===== src/rtl/spq_pkg.sv =====
// ----------------------------------------------------------------------------
// spq_pkg
// Shared types and constants of the stable priority queue.
// ----------------------------------------------------------------------------
package spq_pkg;

  localparam int unsigned DefaultDepth = 16;

  localparam int unsigned PriW   = 8;
  localparam int unsigned AgeW   = 8;
  localparam int unsigned NameAW = 64;
  localparam int unsigned NameBW = 64;
  localparam int unsigned NameCW = 32;
  localparam int unsigned OccW   = 5;

  localparam int unsigned RecW      = PriW + AgeW + NameAW + NameBW + NameCW;
  localparam int unsigned InDataW   = ((RecW + 7) / 8) * 8;
  localparam int unsigned OutDataW  = ((RecW + OccW + 7) / 8) * 8;
  localparam int unsigned StatusW   = 2;

  typedef enum logic {
    ACT_INSERT = 1'b0,
    ACT_REMOVE = 1'b1
  } action_e;

  typedef enum logic [StatusW-1:0] {
    ST_OK    = 2'd0,
    ST_EMPTY = 2'd1,
    ST_FULL  = 2'd2
  } status_e;

  // one stored record, priority in the low bits
  typedef struct packed {
    logic [NameCW-1:0] name_c;
    logic [NameBW-1:0] name_b;
    logic [NameAW-1:0] name_a;
    logic [AgeW-1:0]   age;
    logic [PriW-1:0]   pri;
  } entry_t;

  // controller to datapath
  typedef struct packed {
    logic insert;
    logic remove;
    logic load;
  } cmd_t;

  // datapath to controller
  typedef struct packed {
    logic full;
    logic empty;
  } dp_stat_t;

endpackage


===== src/rtl/spq_ctrl.sv =====
// ----------------------------------------------------------------------------
// spq_ctrl
// Handshake control, request decode and status code of the priority queue.
// ----------------------------------------------------------------------------
module spq_ctrl import spq_pkg::*; (
  input  logic     clk_i,
  input  logic     rst_ni,
  input  logic     in_valid_i,
  input  action_e  action_i,
  output logic     in_ready_o,
  output logic     out_valid_o,
  input  logic     out_ready_i,
  output status_e  status_o,
  input  dp_stat_t dp_stat_i,
  output cmd_t     cmd_o
);

  typedef enum logic {
    OUT_IDLE,
    OUT_HOLD
  } state_e;

  state_e  state_q;
  status_e status_q;
  status_e status_d;
  logic    accept;

  // the result register frees up in the same cycle it is taken
  assign in_ready_o  = (state_q == OUT_IDLE) || out_ready_i;
  assign accept      = in_valid_i && in_ready_o;
  assign out_valid_o = (state_q == OUT_HOLD);
  assign status_o    = status_q;

  always_comb begin
    cmd_o       = '0;
    cmd_o.load  = accept;
    status_d    = ST_OK;
    priority if (action_i == ACT_REMOVE) begin
      if (dp_stat_i.empty) begin
        status_d = ST_EMPTY;
      end else begin
        cmd_o.remove = accept;
      end
    end else begin
      if (dp_stat_i.full) begin
        status_d = ST_FULL;
      end else begin
        cmd_o.insert = accept;
      end
    end
  end

  always_ff @(posedge clk_i or negedge rst_ni) begin
    if (!rst_ni) begin
      state_q  <= OUT_IDLE;
      status_q <= ST_OK;
    end else begin
      unique case (state_q)
        OUT_IDLE: begin
          if (accept) begin
            state_q  <= OUT_HOLD;
            status_q <= status_d;
          end
        end
        OUT_HOLD: begin
          if (accept) begin
            status_q <= status_d;
          end else if (out_ready_i) begin
            state_q <= OUT_IDLE;
          end
        end
        default: state_q <= OUT_IDLE;
      endcase
    end
  end

endmodule


===== config.mk =====
export PLATFORM = sky130hd
export DESIGN_NAME = spq_ctrl
export DESIGN_NICKNAME = d
export VERILOG_FILES = /design/src/rtl/spq_pkg.sv /design/src/rtl/spq_ctrl.sv
export SDC_FILE = /design/constraint.sdc
export NUM_CORES = 1
export LEC_CHECK = 0
export BUFFER_PORTS_ARGS = -buffer_cell sky130_fd_sc_hd__buf_2
export CELL_PAD_IN_SITES_DETAIL_PLACEMENT = 1
export CELL_PAD_IN_SITES_GLOBAL_PLACEMENT = 2
export CORE_AREA = 8 8 45 47
export DETAILED_ROUTE_END_ITERATION = 7
export DIE_AREA = 0 0 53 55
export PLACE_DENSITY_LB_ADDON = 0.3
export SLEW_MARGIN = 40
export SYNTH_ARGS = -nofsm -noshare
export SYNTH_HDL_FRONTEND = slang
export SYNTH_SLANG_ARGS = --single-unit
export TNS_END_PERCENT = 20

===== constraint.sdc =====
create_clock -name clk_i -period 1.3 [get_ports clk_i]
set_clock_uncertainty 0.05 [all_clocks]
set_input_delay 0.26 -clock clk_i [delete_from_list [all_inputs] [get_ports clk_i]]
set_output_delay 0.26 -clock clk_i [all_outputs]
set_load 0.1 [all_outputs]

==> flow_summary.ini <==
[status]
outcome = complete, but fails checks
violations = setup timing

[routing]
viasPerCell = 3.63
vias = 189
drc_errors = 0
totalWireLength_um = 570
dr.pass1.iters = 1
drt_iter0_drc = 0
detail-route-antenna-nets = 0
wire_per_inst_um = 11.0

[floorplan]
core-area_mm2 = 0.00138
initial_core_util_pct = 12.3
die_x_um = 53
die_area_mm2 = 0.00292
io_pins = 14
die_y_um = 55
rows = 14

[worst_setup_path]
cp-start-kind = flip-flop
worstSetupEndpointType = output port
worstPathRequired_ns = 0.99
slowest_delay_ns = 0.48
critPathArrivalTime_ns = 1.28
crit_fanout = 4
regToRegSetupSlack_ns = 0.07
path_cells = nand2b_4 > nand2_4 > nor3b_4 > buf_12
criticalPathCategory = flip-flop to output port
crit_slowest_cell = dfrtp_4

[yosys]
synth.area.top_cells = dfrtp_1 (44%), mux2_4 (8.8%), nand2b_4 (8.1%), nand2_4 (6.6%), a21bo_2 (5.9%)
syn_avg_cell_area_um2 = 12.2
yosysWarnings = 0
synth_seq_cells = 3
netlist_area_um2 = 170
yosysTopAreaCellShare_pct = 44.1
netlist_instances = 14
synth_top_cell_by_area = dfrtp_1
synthDistinctLibCells = 12
syn_nets = 21
seq_area_frac_synth_pct = 44.1

[hold_path]
min_path_type = input port to flip-flop

[sta]
fmax_mhz = 631
finalCritPeriodShare_pct = 122
drv_slew = 0
worstMarginPinSlew_ns = 0.182
rsz0062_at_grt = true
hold_viol_final = 0
fin_ws_ns = -0.285
post-route-min-period_ns = 1.59
relSlewSlack_pct = 87.8
setup_viol = 5
fin_setup_tns_ns = -0.976

[global_routing]
gr-usage-all-layers_pct = 4.60
grt_overflow = 0
grt_max_degree = 5
antenna_found_initial = 0
grt_pass1_vias = 211
grt_first_pass_wirelength_um = 897

[clocking]
cts-root-buf = clkbuf_4
clkLatencyLatePin_ns = 0.23
htreeDepth = 1
numCtsBuffers = 3
cts.sink_count = 3
cts.clk_slew.worst_paths_ns = 0.04
clock_path_buffers = 2
cts_tree = done

[pwr]
p_per_area_mw_per_mm2 = 1170
leakagePower_nw = 0.224
ir_drop_uv = 356

[place]
post-dp-hpwl_um = 502
place.gp.congestion = 0.657
portBuffers = 13

[cells_and_area]
area_growth_syn_to_layout_pct = 168
final_cell_mix = buf_12 (7), buf_2 (6), buf_4 (4), clkbuf_4 (3), dfrtp_1 (2)
nets = 44
drive_gt1_share_pct = 77.8
final_common_cell = buf_12
antenna_cells = 0
fillers = 165
final_core_util_pct = 33.0

[run]
max_cap_violations = 0
repair_timing:
item                                    CTS  global route
hold buffers                              1             0
buffers inserted                          2             0
endpoints found under the setup margin    5             5
hold endpoints to repair                  3             0
cloned                                    0             0
pin swaps                                 2             0
gates resized for setup                   1             0
state kept, by name (all words and copies together) (netlist names):
register and count:
status_o 2, out_valid_o 1
through the flow:
step                setup slack [ns]  hold slack [ns]  std cells  power (mW)  cell area (um2)
global placement             -0.0814          0.00747         45       0.364              402
CTS                           -0.311            0.226         52       0.548              457
finish                        -0.285            0.236         52       0.534              457
global route                  -0.345            0.230         52       0.568              457
detailed placement           -0.0827          0.00607         45       0.367              402
floorplan                     -0.955          -0.0856         14       0.262              196
layer usage:
metal / GRT usage [%] / wire [um] / up-vias
met4: 6.47 / 0 / 0
met3: 3.21 / 77 / 0
met1: 4.27 / 211 / 87
met5: 0 / 0 / -
met2: 5.66 / 281 / 12
li1: - / - / 90
critical path, delay by kind of cell, from the launching register on:
family,cells,cell delay [ns]
and+or+nand+nor,3,0.37
buffers and inverters,1,0.20
DFF,1,0.48
Yosys cell counts:
master / count
a21bo_2: 1
nand4_1: 1
or2b_1: 1
nand2_4: 1
buf_4: 1
nor3_1: 1
nor3b_1: 1
inv_1: 1
mux2_4: 1
dfrtp_1: 3
and2b_1: 1
nand2b_4: 1
final timing paths:
path	cells past startpoint	endpoint	start
max in group asynchronous	2	out_valid_o	rst_ni
min reg2reg	1	status_o[0]	status_o[0]
min	2	out_valid_o	in_valid_i
max reg2reg	4	status_o[1]	out_valid_o
max	4	cmd_o[1]	out_valid_o
min in group asynchronous	2	out_valid_o	rst_ni
cells by family (layout without fill, tap and decap cells):
logic type / count (synthesis) / in the layout / synth area share, %
compound gates: 1 / 1 / 5.88
buf+inv: 2 / 24 / 6.62
flops: 3 / 3 / 44.1
mux: 1 / 1 / 8.82
simple gates: 7 / 7 / 34.6
report_power, final:
part | total [mW] | switching, mW | internal, mW
sequential | 0.115 | 0.0101 | 0.105
combinational | 0.257 | 0.155 | 0.102
clock | 0.163 | 0.0475 | 0.115
final cells by class:
cell class,instances,area [um2],area share [%]
inverters,1,3.75,0.822
flip-flops and latches,3,78.8,17.3
multi-input cells,9,106,23.3
well taps,16,20.0,4.38
clock buffers,4,26.3,5.75
repair buffers,19,221,48.5
Note: power is estimated with default switching activity, not from simulation.
